--- src/lkv_pkg.sv ---
`timescale 1ns / 1ps
// ----------------------------------------------------------------------------
// lkv_pkg: shared codes for the LRU key-value cache
// Request actions, result outcome codes and the miss value.
// ----------------------------------------------------------------------------
package lkv_pkg;

  typedef enum logic {
    ACT_GET = 1'b0,
    ACT_PUT = 1'b1
  } action_t;

  typedef enum logic [2:0] {
    OUT_GET_MISS  = 3'd0,
    OUT_GET_HIT   = 3'd1,
    OUT_PUT_UPD   = 3'd2,
    OUT_PUT_INS   = 3'd3,
    OUT_PUT_EVICT = 3'd4
  } outcome_t;

  localparam logic [31:0] MISS_VALUE = 32'hFFFF_FFFF;
  localparam int unsigned WORD_W     = 32;

endpackage

--- src/lru_key_value_cache.sv ---
`timescale 1ns / 1ps
// ----------------------------------------------------------------------------
// lru_key_value_cache: fully associative key-value cache, LRU replacement
// Usage:
//   Raise start with in_action/in_key/in_value; a word is taken at each
//   clock edge where start is high and busy is low. busy stays low, so a
//   new request may enter every cycle.
//   Get returns the stored value (or -1 on a miss) and refreshes the slot.
//   Put updates a present key, fills the lowest free slot, or replaces the
//   least recent slot and reports the removed key in out_evicted_key.
//   Each request yields one result word: out_valid is high for exactly one
//   cycle with out_outcome, out_read_value and out_evicted_key.
//   Each request passes the request register, then the result register.
//   Throughput: one request per cycle; the key compare and rank update
//   sit between the two registers and the cache state is written at the
//   result edge, so a request sees every earlier one.
//   Reset (rst_n low, synchronous) empties the cache and drops any word in
//   flight. The receiver cannot stall: each result must be taken when shown.
// ----------------------------------------------------------------------------
module lru_key_value_cache #(
  parameter int unsigned ENTRIES = 4
) (
  input  logic               clk,
  input  logic               rst_n,
  input  logic               start,
  output logic               busy,
  input  logic               in_action,
  input  logic signed [31:0] in_key,
  input  logic signed [31:0] in_value,
  output logic               out_valid,
  output logic [2:0]         out_outcome,
  output logic signed [31:0] out_read_value,
  output logic signed [31:0] out_evicted_key
);

  localparam int unsigned AW  = (ENTRIES > 1) ? $clog2(ENTRIES) : 1;
  localparam int unsigned FCW = $clog2(ENTRIES + 1);
  localparam int unsigned W   = lkv_pkg::WORD_W;

  // request register
  logic                in_valid_r;
  lkv_pkg::action_t    action_r;
  logic [W-1:0]        key_r;
  logic [W-1:0]        value_r;

  // cache state
  logic [ENTRIES-1:0]  valid_r;
  logic [W-1:0]        ekey_r  [ENTRIES];
  logic [W-1:0]        edata_r [ENTRIES];
  logic [AW-1:0]       age_r   [ENTRIES];
  logic [AW-1:0]       age_nxt [ENTRIES];
  logic [FCW-1:0]      fill_r;

  // result register
  logic                out_valid_r;
  lkv_pkg::outcome_t   outcome_r;
  logic [W-1:0]        rd_r;
  logic [W-1:0]        ev_r;

  logic [ENTRIES-1:0]  hit_oh;
  logic [ENTRIES-1:0]  free_oh;
  logic [ENTRIES-1:0]  victim_oh;
  logic [ENTRIES-1:0]  touch_oh;
  logic                hit;
  logic                full;
  logic                is_put;
  logic                insert;
  logic [W-1:0]        hit_data;
  logic [W-1:0]        victim_key;
  lkv_pkg::outcome_t   outcome_nxt;
  logic [W-1:0]        rd_nxt;
  logic [W-1:0]        ev_nxt;

  assign busy = 1'b0;

  always_ff @(posedge clk) begin
    if (!rst_n) begin
      in_valid_r <= 1'b0;
    end else begin
      in_valid_r <= start && !busy;
    end
  end

  always_ff @(posedge clk) begin
    if (start && !busy) begin
      action_r <= lkv_pkg::action_t'(in_action);
      key_r    <= in_key;
      value_r  <= in_value;
    end
  end

  lkv_match #(
    .ENTRIES (ENTRIES),
    .AW      (AW)
  ) u_match (
    .valid     (valid_r),
    .keys      (ekey_r),
    .ages      (age_r),
    .key       (key_r),
    .hit_oh    (hit_oh),
    .free_oh   (free_oh),
    .victim_oh (victim_oh)
  );

  assign hit    = |hit_oh;
  assign full   = (fill_r == FCW'(ENTRIES));
  assign is_put = (action_r == lkv_pkg::ACT_PUT);
  assign insert = is_put && !hit && !full;

  always_comb begin
    priority if (hit) begin
      touch_oh = hit_oh;
    end else if (!is_put) begin
      touch_oh = '0;
    end else if (full) begin
      touch_oh = victim_oh;
    end else begin
      touch_oh = free_oh;
    end
  end

  lkv_rank #(
    .ENTRIES (ENTRIES),
    .AW      (AW)
  ) u_rank (
    .valid    (valid_r),
    .ages     (age_r),
    .touch_oh (touch_oh),
    .insert   (insert),
    .ages_nxt (age_nxt)
  );

  always_comb begin
    hit_data   = '0;
    victim_key = '0;
    for (int i = 0; i < ENTRIES; i++) begin
      hit_data   = hit_data   | (edata_r[i] & {W{hit_oh[i]}});
      victim_key = victim_key | (ekey_r[i]  & {W{victim_oh[i]}});
    end
  end

  always_comb begin
    rd_nxt = '0;
    ev_nxt = '0;
    priority if (!is_put && hit) begin
      outcome_nxt = lkv_pkg::OUT_GET_HIT;
      rd_nxt      = hit_data;
    end else if (!is_put) begin
      outcome_nxt = lkv_pkg::OUT_GET_MISS;
      rd_nxt      = lkv_pkg::MISS_VALUE;
    end else if (hit) begin
      outcome_nxt = lkv_pkg::OUT_PUT_UPD;
    end else if (full) begin
      outcome_nxt = lkv_pkg::OUT_PUT_EVICT;
      ev_nxt      = victim_key;
    end else begin
      outcome_nxt = lkv_pkg::OUT_PUT_INS;
    end
  end

  // control state: valid bits, ranks, fill count, result strobe
  always_ff @(posedge clk) begin
    if (!rst_n) begin
      valid_r     <= '0;
      fill_r      <= '0;
      out_valid_r <= 1'b0;
      for (int i = 0; i < ENTRIES; i++) begin
        age_r[i] <= '0;
      end
    end else begin
      out_valid_r <= in_valid_r;
      if (in_valid_r) begin
        for (int i = 0; i < ENTRIES; i++) begin
          age_r[i] <= age_nxt[i];
        end
        if (insert) begin
          valid_r <= valid_r | free_oh;
          fill_r  <= fill_r + FCW'(1);
        end
      end
    end
  end

  // payload: stored pairs and the result word
  always_ff @(posedge clk) begin
    if (in_valid_r) begin
      outcome_r <= outcome_nxt;
      rd_r      <= rd_nxt;
      ev_r      <= ev_nxt;
      if (is_put) begin
        for (int i = 0; i < ENTRIES; i++) begin
          if (touch_oh[i]) begin
            ekey_r[i]  <= key_r;
            edata_r[i] <= value_r;
          end
        end
      end
    end
  end

  assign out_valid       = out_valid_r;
  assign out_outcome     = outcome_r;
  assign out_read_value  = rd_r;
  assign out_evicted_key = ev_r;

endmodule

--- src/lkv_match.sv ---
`timescale 1ns / 1ps
// ----------------------------------------------------------------------------
// lkv_match: parallel key compare and slot selection
// Gives one-hot vectors for the lowest matching slot, the lowest free slot
// and the least recent slot.
// ----------------------------------------------------------------------------
module lkv_match #(
  parameter int unsigned ENTRIES = 4,
  parameter int unsigned AW      = 2
) (
  input  logic [ENTRIES-1:0]          valid,
  input  logic [lkv_pkg::WORD_W-1:0]  keys [ENTRIES],
  input  logic [AW-1:0]               ages [ENTRIES],
  input  logic [lkv_pkg::WORD_W-1:0]  key,
  output logic [ENTRIES-1:0]          hit_oh,
  output logic [ENTRIES-1:0]          free_oh,
  output logic [ENTRIES-1:0]          victim_oh
);

  logic [ENTRIES-1:0] hit_vec;
  logic [ENTRIES-1:0] free_vec;
  logic [ENTRIES-1:0] old_vec;

  always_comb begin
    for (int i = 0; i < ENTRIES; i++) begin
      hit_vec[i] = valid[i] && (keys[i] == key);
      free_vec[i] = !valid[i];
      // the oldest slot holds the top rank once the store is full
      old_vec[i] = (ages[i] == AW'(ENTRIES - 1));
    end
  end

  // keep only the lowest set bit
  assign hit_oh    = hit_vec  & (~hit_vec  + ENTRIES'(1));
  assign free_oh   = free_vec & (~free_vec + ENTRIES'(1));
  assign victim_oh = old_vec  & (~old_vec  + ENTRIES'(1));

endmodule

--- src/lkv_rank.sv ---
`timescale 1ns / 1ps
// ----------------------------------------------------------------------------
// lkv_rank: recency rank update
// Makes the touched slot most recent and ages the slots that were younger;
// on insert into a free slot every valid slot ages.
// ----------------------------------------------------------------------------
module lkv_rank #(
  parameter int unsigned ENTRIES = 4,
  parameter int unsigned AW      = 2
) (
  input  logic [ENTRIES-1:0] valid,
  input  logic [AW-1:0]      ages [ENTRIES],
  input  logic [ENTRIES-1:0] touch_oh,
  input  logic               insert,
  output logic [AW-1:0]      ages_nxt [ENTRIES]
);

  logic [AW-1:0] old_age;

  always_comb begin
    old_age = '0;
    for (int i = 0; i < ENTRIES; i++) begin
      old_age = old_age | (ages[i] & {AW{touch_oh[i]}});
    end
  end

  always_comb begin
    for (int i = 0; i < ENTRIES; i++) begin
      if (touch_oh[i]) begin
        ages_nxt[i] = '0;
      end else if (valid[i] && (insert || (ages[i] < old_age))) begin
        ages_nxt[i] = ages[i] + AW'(1);
      end else begin
        ages_nxt[i] = ages[i];
      end
    end
  end

endmodule
--- config.mk ---
export PLATFORM = sky130hd
export DESIGN_NAME = lru_key_value_cache
export DESIGN_NICKNAME = d
export VERILOG_FILES = /design/src/lkv_pkg.sv /design/src/lru_key_value_cache.sv /design/src/lkv_match.sv /design/src/lkv_rank.sv
export SDC_FILE = /design/constraint.sdc
export NUM_CORES = 1
export LEC_CHECK = 0
export BUFFER_PORTS_ARGS = -buffer_cell sky130_fd_sc_hd__buf_4
export CORE_ASPECT_RATIO = 1.5
export CORE_MARGIN = 4
export CORE_UTILIZATION = 55
export DETAILED_ROUTE_END_ITERATION = 10
export PLACE_DENSITY_LB_ADDON = 0.1
export REMOVE_ABC_BUFFERS = 1
export SLEW_MARGIN = 20
export SYNTH_ARGS = -nofsm -noshare
export SYNTH_HDL_FRONTEND = slang
export SYNTH_HIERARCHICAL = 1
export SYNTH_SLANG_ARGS = --single-unit
--- constraint.sdc ---
create_clock -name clk -period 6.8 [get_ports clk]
set_input_delay 0.68 -clock clk [delete_from_list [all_inputs] [get_ports clk]]
set_output_delay 0.68 -clock clk [all_outputs]
set_load 0.02 [all_outputs]
* Word level (Yosys, flattened, before mapping)
Memories as Yosys holds them, arrays and structs flattened.
Cells that the tools add are included.
** Operators by class
- $add $sub $neg :: 8
- $lt $le $gt $ge :: 4
- Eq/ne operators :: 9
- Multiplexer cells :: 41
- Bitwise gates (word level) :: 30
- Reductions and logical operators :: 42
** Operators by type and width (count)
- bitwise AND 32 bit :: 8
- OR 32 bit :: 6
- 2-to-1 mux 32 bit :: 5
- equality test 32 bit :: 4
- OR reduction 32 bit :: 3
- 2-to-1 mux 2 bit :: 12
- 2-to-1 mux 1 bit :: 20
- adder 4 x 1 -> 4 bit, second input constant :: 3
- bitwise AND 4 bit :: 3
- 2-to-1 mux 4 bit :: 3
- inverter 4 bit :: 3
- AND reduction 3 bit :: 4
- logical AND 1 bit :: 11
- AND reduction 2 bit :: 5
- adder 2 x 1 -> 2 bit, second input constant :: 4
- bitwise AND 2 bit :: 4
- equality test 2 bit, second input constant :: 4
- less-than comparator 2 bit :: 4
- nonzero test 2 bit :: 4
- zero test 1 bit :: 7
- OR reduction 7 bit :: 1
- OR 2 bit :: 3
- OR reduction 6 bit :: 1
- logical OR 1 bit :: 4
- other kinds (7) :: 8
** Word-level totals
- Register bits after elaboration :: 277
- Memory bits (writable) :: 128
- Input port bits :: 68
- Output and inout port bits :: 69
- Word-level logic and storage cells :: 155
- Memories :: 1
** Memory list
- edata_r :: words 4, width 32, rd ports 4, clocked after memory_dff 0, wr ports 1, RTL line lru_key_value_cache.sv:49 : logic [W-1:0] edata_r [ENTRIES];

* Longest topological paths before layout
Gate-level depths: netlist (run 1).
- Depth after elaboration :: 16
- Depth in mapped cells :: 18
- Mapped depth without buffers :: 14

* By module
Netlist (run 1), hierarchy kept.
** By module, submodules not included
- lru_key_value_cache :: times used 1, cells an instance 728, area each 14066.0 um^2, sequential area each 11991.5 um^2
- lkv_match :: times used 1, cells an instance 192, area each 1531.5 um^2, sequential area each 0.0 um^2
- lkv_rank :: times used 1, cells an instance 51, area each 310.3 um^2, sequential area each 0.0 um^2

* Worst setup path before layout (run 1)
OpenSTA, ideal clock, no wires.
- Kind :: reg2reg
- Start point :: reg key_r[15]
- End point :: mem edata_r[1][0] (netlist bit) (enable)
- Library setup time :: 0.432 ns
- Arrival :: 4.222 ns
- Required time :: 6.368 ns
- Setup slack :: 2.146 ns
- Stages on the path, launching flop included :: 12
- Buffers on the path :: 3
- Clock period less this slack :: 4.654 ns
- Path through :: edfxtp_1 xor2_1 nor4_1 nand4_1 or4_4 nor4b_4 buf_2 nor4_4 buf_4 buf_6 o211ai_2 a21oi_1
** On the way
- Word-level cells in the longest chain between the ends :: 15
- Elaborated cells between the ends (all ways) :: 38
- Classes of those cells :: 1 x add/sub; 4 x eq/ne; 23 x mux; 2 x bitwise; 8 x reduce/logical
** Ends and longest elaborated chain
- start, declared :: RTL line lru_key_value_cache.sv:43 : logic [W-1:0] key_r;
- start signal, assigned :: RTL line lru_key_value_cache.sv:87 : key_r <= in_key;
- equality test 32 bit :: RTL line lkv_match.sv:26 : hit_vec[i] = valid[i] && (keys[i] == key);
- logical AND 1 bit :: RTL line lkv_match.sv:26
- inverter 4 bit :: RTL line lkv_match.sv:34 : assign hit_oh = hit_vec & (~hit_vec + ENTRIES'(1));
- adder 4 x 1 -> 4 bit :: RTL line lkv_match.sv:34
- bitwise AND 4 bit * :: RTL line lkv_match.sv:34
- named net hit_oh[3] :: RTL line lru_key_value_cache.sv:60 : logic [ENTRIES-1:0] hit_oh;
- OR reduction 4 bit :: RTL line lru_key_value_cache.sv:105 : assign hit = |hit_oh;
- 2-to-1 mux 4 bit * :: RTL line lru_key_value_cache.sv:111 : priority if (hit) begin
- 2-to-1 mux 1 bit :: RTL line lru_key_value_cache.sv:192 : if (touch_oh[i]) begin
- 2-to-1 mux 1 bit :: RTL line lru_key_value_cache.sv:190 : if (is_put) begin
- 2-to-1 mux 1 bit :: RTL line lru_key_value_cache.sv:186 : if (in_valid_r) begin
- 2-to-1 mux 1 bit (implied by the code) :: RTL line lru_key_value_cache.sv:194 : edata_r[i] <= value_r;
- OR reduction 32 bit (no source line)
- 2-to-1 mux 2 bit (no source line) / 2-to-1 mux 1 bit (equally long branches) (3 in a row)
- end, declared :: RTL line lru_key_value_cache.sv:49
The timed path passes the listed nets; every way through them passes the cells marked *.

==> results.sh, run 1 <==
export IMPL_status="completed"
export IMPL_drive_gt1_share_pct=21.75
export IMPL_cts_tree="yes"
export IMPL_synthCells=971
export IMPL_cts_setup_buffers=0
export IMPL_antennaDiodeCount=0
export IMPL_report_final_slew_viol_count=0
export IMPL_endpoint_kind="register"
export IMPL_startpoint_type="register"
export IMPL_finish_utilization_pct=65.15
export IMPL_critical_path_class="reg2reg"
export IMPL_final_antenna_net_count=0
export IMPL_die_height_um=216.3
export IMPL_ctsResizeCount=0
export IMPL_cts_root_buf="clkbuf_16"
export IMPL_final_cell_mix="388 x edfxtp_1, 154 x buf_4, 96 x a22oi_1"
export IMPL_worst_path_max_delay_cell="nor4_4"
export IMPL_crit_arrival_ps=5630
export IMPL_synth_area_per_cell_um2=16.38
export IMPL_yosysWarnings=6
export IMPL_num_rows=76
export IMPL_cts_max_path_buffers=3
export IMPL_clkTransAtPathRegs_ps=70
export IMPL_dp_cells=1465
export IMPL_place_congestion=0.8641
export IMPL_totalWireLength_mm=36.09
export IMPL_drtIter0Drc=606
export IMPL_rsz0062_at_grt="false"
export IMPL_port_buffers=135
export IMPL_period_share_pct=75.95
export IMPL_fin_nets=1185
export IMPL_numCtsBuffers=38
export IMPL_viasPerCell=5.939
export IMPL_syn_to_final_growth_pct=17.22
export IMPL_htreeDepth=2
export IMPL_syn_cell_area_mm2=0.01591
export IMPL_hold_path_class="in2reg"
export IMPL_max_slew_worst_pin_slew_ps=1171
export IMPL_synth_seq_area_share_pct=75.38
export IMPL_final_common_cell="edfxtp_1"
export IMPL_grtUsageMet2_pct=39.25
export IMPL_timing_hold_ws_ps=309.1
export IMPL_power_density_mw_per_mm2=276.4
export IMPL_fin_cells=1535
export IMPL_drc=0
export IMPL_cts_hold_buf=0
export IMPL_irDropWorstVdd_uv=261.8
export IMPL_grt_pass1_wl_mm=55.01
export IMPL_wl_per_cell_um=23.51
export IMPL_max_slew_margin_rel_pct=21.76
export IMPL_place_area_mm2=0.01745
export IMPL_clkLatencyLatePin_ps=540
export IMPL_critPathRequiredTime_ps=7260
export IMPL_skew_ps=15.19
export IMPL_synth_edf_count=388
export IMPL_antenna_found_initial=0
export IMPL_synthDistinctLibCells=48
export IMPL_die_x_um=146.9
export IMPL_slowest_delay_ps=820
export IMPL_met3_usage_pct=3.744
export IMPL_vias=9117
export IMPL_first_global_vias=9425
export IMPL_grt_max_degree=67
export IMPL_dieArea_mm2=0.03176
export IMPL_hpwl_mm=22.30
export IMPL_synthArstFlopShare_pct=0
export IMPL_numClockSinks=405
export IMPL_synth_seq_cells=405
export IMPL_busiest_layer="met2"
export IMPL_setup_viol=0
export IMPL_worstPathMaxFanout=35
export IMPL_yosys_most_used_dff="edfxtp_1"
export IMPL_post_route_min_period_ps=5165
export IMPL_num_io_pins=137
export IMPL_grt_usage_pct=22.63
export IMPL_timing_fmax_mhz=193.6
export IMPL_initial_core_util_pct=55.58
export IMPL_leakagePower_nw=6.107
export IMPL_final_hold_violation_count=0
export IMPL_finalInstanceArea_mm2=0.01865
export IMPL_grtUsageMet1_pct=27.91
export IMPL_grt_overflow=0
export IMPL_drv_cap=0
export IMPL_fillers=2025
export IMPL_drt_pass1_iterations=6
export IMPL_fp_coreArea_mm2=0.02862
export IMPL_crit_path_cell_trace="xor2_1, nor4_1, nand4_1, nor3_4, buf_4, nor3_4, buf_4, nor4_4, o211ai_2, nand2_1, a222oi_1, nand3_1, or3b_2, a21oi_1, mux2i_1, nor2_1"
## per-layer routing
layer	wire length (um)	vias to the layer above
met3	1923	81
met4	1554	0
met1	13950	4580
li1	-	4139
met2	18670	317
met5	0	-
## logic make-up (layout without fill, tap and decap cells)
| family | count (synthesis) | after routing | synth area share (%) |
|---|---|---|---|
| and+or+nand+nor | 127 | 127 | 4.593 |
| buffers and inverters | 61 | 235 | 1.730 |
| muxes | 9 | 9 | 0.5663 |
| AOI/OAI and AO/OA | 237 | 237 | 10.44 |
| xor gates and xnor gates | 128 | 128 | 7.047 |
| other | 1 | 1 | 0.02357 |
| adders and majority gates | 3 | 3 | 0.2202 |
| DFF | 405 | 405 | 75.38 |
## through the flow
stage               setup TNS (ps)  worst slack [ps]  total power [mW]
floorplan                   -31970            -124.9             3.031
global placement                 0              1740             3.166
detailed placement               0              1634             3.168
CTS                              0              1629             5.198
global route                     0              1305             5.321
finish                           0              1635             5.154
## worst paths after layout
kind	startpoint	to	slack, ps	cells after the start
setup / recovery	key_r[24]	age_r[5]	1640	16
hold / removal	in_key[8]	key_r[8]	310	1
hold reg to reg	value_r[19]	edata_r[3][19]	490	0
setup reg to reg	key_r[24]	age_r[5]	1640	16
## Yosys cell counts, types with 9 or more instances
library cell | instances | area share [%]
a221oi_1 | 32 | 1.8
a21oi_1 | 82 | 2.6
nand3_1 | 15 | 0.47
xnor2_1 | 35 | 1.9
nor2_1 | 26 | 0.61
inv_1 | 11 | 0.26
nand4_1 | 12 | 0.47
dfxtp_1 | 17 | 2.1
nor4_1 | 22 | 0.87
edfxtp_1 | 388 | 73
mux2i_1 | 9 | 0.57
xor2_1 | 93 | 5.1
a22oi_1 | 96 | 4.5
clkbuf_1 | 38 | 0.90
nand2_1 | 21 | 0.50
## final cells by class
type / instances / area, um2 / area share (%)
clock inverters: 30 / 237.7 / 1.275
well taps: 390 / 488.0 / 2.617
inverters: 11 / 41.29 / 0.2214
repair buffers: 154 / 1156 / 6.200
flip-flops and latches: 405 / 12000 / 64.33
clock buffers: 40 / 958.4 / 5.140
multi-input cells: 505 / 3770 / 20.22
## state kept, by name, summed over array words and instances, names as in the netlist, 3 cells and up
| signal | flops |
|---|---|
| key_r | 32 |
| value_r | 32 |
| age_r | 8 |
| ekey_r | 128 |
| valid_r | 4 |
| out_read_value | 32 |
| edata_r | 128 |
| out_evicted_key | 32 |
| fill_r | 3 |
| out_outcome | 3 |
## power breakdown
part	total, mW	internal, mW	switching (mW)
clock	2.04	1.12	0.924
sequential	2.89	2.82	0.0731
combinational	0.220	0.0912	0.129
total	5.15	4.03	1.13
## worst max-delay path: cells and delay by family (launching register included)
family / cells / cell delay, ps
XOR/XNOR: 1 / 200
buffers and inverters: 2 / 590
AND/OR/NAND/NOR: 9 / 2990
AO/OA/AOI/OAI: 3 / 670
multiplexers: 1 / 90
flip-flops: 1 / 530
Power figures use the tool's default switching activity.
==> inputs of run 2 (changes only) <==
- clock period: 6.8 -> 5.4 ns (I/O delays scaled with it)
==> results.sh, run 2 (synthesis results as in run 1) <==
export IMPL_status="completed"
export IMPL_startpoint_type="register"
export IMPL_htreeDepth=2
export IMPL_wl_per_cell_um=23.40
export IMPL_crit_arrival_ps=5160
export IMPL_switching_power_mw=1.375
export IMPL_p_comb_share_pct=4.2
export IMPL_fp_coreArea_mm2=0.02862
export IMPL_die_x_um=146.9
export IMPL_rsz0062_at_grt="false"
export IMPL_cts_tree="yes"
export IMPL_worst_path_max_delay_cell="nor4_1"
export IMPL_initial_core_util_pct=55.58
export IMPL_grtUsageMet1_pct=28.48
export IMPL_grt_overflow=0
export IMPL_grt_pass1_wl_mm=54.50
export IMPL_antenna_found_initial=0
export IMPL_crit_path_end="age_r[5]"
export IMPL_final_cell_mix="388 x edfxtp_1, 157 x buf_4, 96 x a22oi_1"
export IMPL_period_share_pct=86.78
export IMPL_endpoint_kind="register"
export IMPL_clkTransAtPathRegs_ps=70
export IMPL_drtIter0Drc=592
export IMPL_hold_path_class="in2reg"
export IMPL_grtUsageMet2_pct=39.50
export IMPL_clkPwrFrac_pct=39.6
export IMPL_finalPower_mw=6.489
export IMPL_power_density_mw_per_mm2=347.7
export IMPL_startpoint="key_r[29]"
export IMPL_post_route_min_period_ps=4686
export IMPL_power_share_sequential_pct=56.2
export IMPL_met3_usage_pct=3.451
export IMPL_numCtsBuffers=38
export IMPL_drv_cap=0
export IMPL_max_slew_margin_rel_pct=44.24
export IMPL_antennaDiodeCount=0
export IMPL_slowest_delay_ps=720
export IMPL_timing_fmax_mhz=213.4
export IMPL_port_buffers=135
export IMPL_fin_cells=1535
export IMPL_num_rows=76
export IMPL_grt_usage_pct=22.45
export IMPL_drc=0
export IMPL_reg2reg_setup_slack_ps=710
export IMPL_worstPathMaxFanout=17
export IMPL_viasPerCell=5.887
export IMPL_vias=9036
export IMPL_totalWireLength_mm=35.93
export IMPL_cts_setup_buffers=0
export IMPL_finalInstanceArea_mm2=0.01866
export IMPL_timing_hold_ws_ps=170.5
export IMPL_final_hold_violation_count=0
export IMPL_cts_hold_buf=0
export IMPL_leakagePower_nw=6.124
export IMPL_drt_pass1_iterations=7
export IMPL_final_antenna_net_count=0
export IMPL_fin_nets=1188
export IMPL_syn_to_final_growth_pct=17.33
export IMPL_setup_viol=0
export IMPL_r2r_end="age_r[5]"
export IMPL_place_area_mm2=0.01747
export IMPL_clkLatencyLatePin_ps=540
export IMPL_finish_utilization_pct=65.21
export IMPL_cts_max_path_buffers=3
export IMPL_num_io_pins=137
export IMPL_cts_root_buf="clkbuf_16"
export IMPL_critPathRequiredTime_ps=5870
export IMPL_drive_gt1_share_pct=21.05
export IMPL_first_global_vias=9093
export IMPL_r2r_start="key_r[29]"
export IMPL_critical_path_class="reg2reg"
export IMPL_ctsResizeCount=0
export IMPL_place_congestion=0.8588
export IMPL_report_final_slew_viol_count=0
export IMPL_numClockSinks=405
export IMPL_die_height_um=216.3
export IMPL_irDropWorstVdd_uv=280.4
export IMPL_dp_cells=1468
export IMPL_largestRegisters="edata_r (128), ekey_r (128)"
export IMPL_skew_ps=15.73
export IMPL_final_common_cell="edfxtp_1"
export IMPL_grt_max_degree=60
export IMPL_busiest_layer="met2"
export IMPL_reg2reg_depth=15
export IMPL_hpwl_mm=22.09
export IMPL_crit_path_cell_trace="xor2_1, nor4_1, nand4_1, nor3_2, nor4b_4, nor4_4, buf_4, nand3_1, inv_1, inv_1, nand3_1, or3b_2, a21oi_1, mux2i_1, nor2_1"
export IMPL_max_slew_worst_pin_slew_ps=836.3
export IMPL_dieArea_mm2=0.03176
export IMPL_intPower_mw=5.114
export IMPL_sw_frac_of_total_pct=21.20
==> run 2: changes by cell type in the layout (fill, tap and decap cells not counted), moves of 2 or more <==
cell,previous run,this run
clkbuf_1,2,5
clkinv_1,5,10
inv_6,4,2
clkinvlp_4,7,1
clkinv_4,0,3
clkinv_2,11,3
buf_4,154,157
==> run 2: layout make-up <==
cell class                      count  area (um2)
Tap cell                          390       488.0
Fill cell                        2102        9958
Timing Repair Buffer              157        1179
Sequential cell                   405       12000
Inverter                           11       41.29
Clock inverter                     24       221.5
Multi-Input combinational cell    505        3770
Clock buffer                       43       969.7
==> run 2: worst min-delay path by stage <==
stage                            from             end  slack [ps]  cells past startpoint
after detailed placement  value_r[31]  edata_r[2][31]         480                      0
after global routing      in_value[6]      value_r[6]         140                      1
after floorplan            value_r[0]   edata_r[0][0]         460                      0
after global placement    value_r[13]  edata_r[2][13]         470                      0
final                     in_value[6]      value_r[6]         170                      1
after CTS                  in_key[30]       key_r[30]         150                      1
==> run 2: metrics by stage <==
| stage | setup slack [ps] | TNS (ps) |
|---|---|---|
| floorplan | -1525 | -416120 |
| global placement | 796.6 | 0 |
| detailed placement | 753.8 | 0 |
| CTS | 732.8 | 0 |
| global route | 430.9 | 0 |
| finish | 713.9 | 0 |
==> run 2: power by group through the flow <==
| stage | clock (mW) | sequential, mW | combinational (mW) |
|---|---|---|---|
| 3_5_place_dp | 0 | 3.71 | 0.277 |
| 6_report | 2.57 | 3.64 | 0.275 |
| 3_3_place_gp | 0 | 3.71 | 0.278 |
| 4_1_cts | 2.61 | 3.65 | 0.280 |
| 5_1_grt | 2.74 | 3.66 | 0.293 |
| 2_1_floorplan | 0 | 3.73 | 0.0875 |
==> run 2: per-layer routing <==
layer	part of all wire, %	vias up
met4	3.0	0
met3	4.9	60
met2	53	279
li1	-	4135
met1	39	4562
met5	0	-
==> run 2: critical path: cells and delay by family, from the launching register on <==
kind	cells	cell delay [ps]
buffers and inverters	3	680
AO/OA/AOI/OAI	1	150
XOR/XNOR	1	240
multiplexers	1	80
AND/OR/NAND/NOR	9	2910
flip-flops	1	550
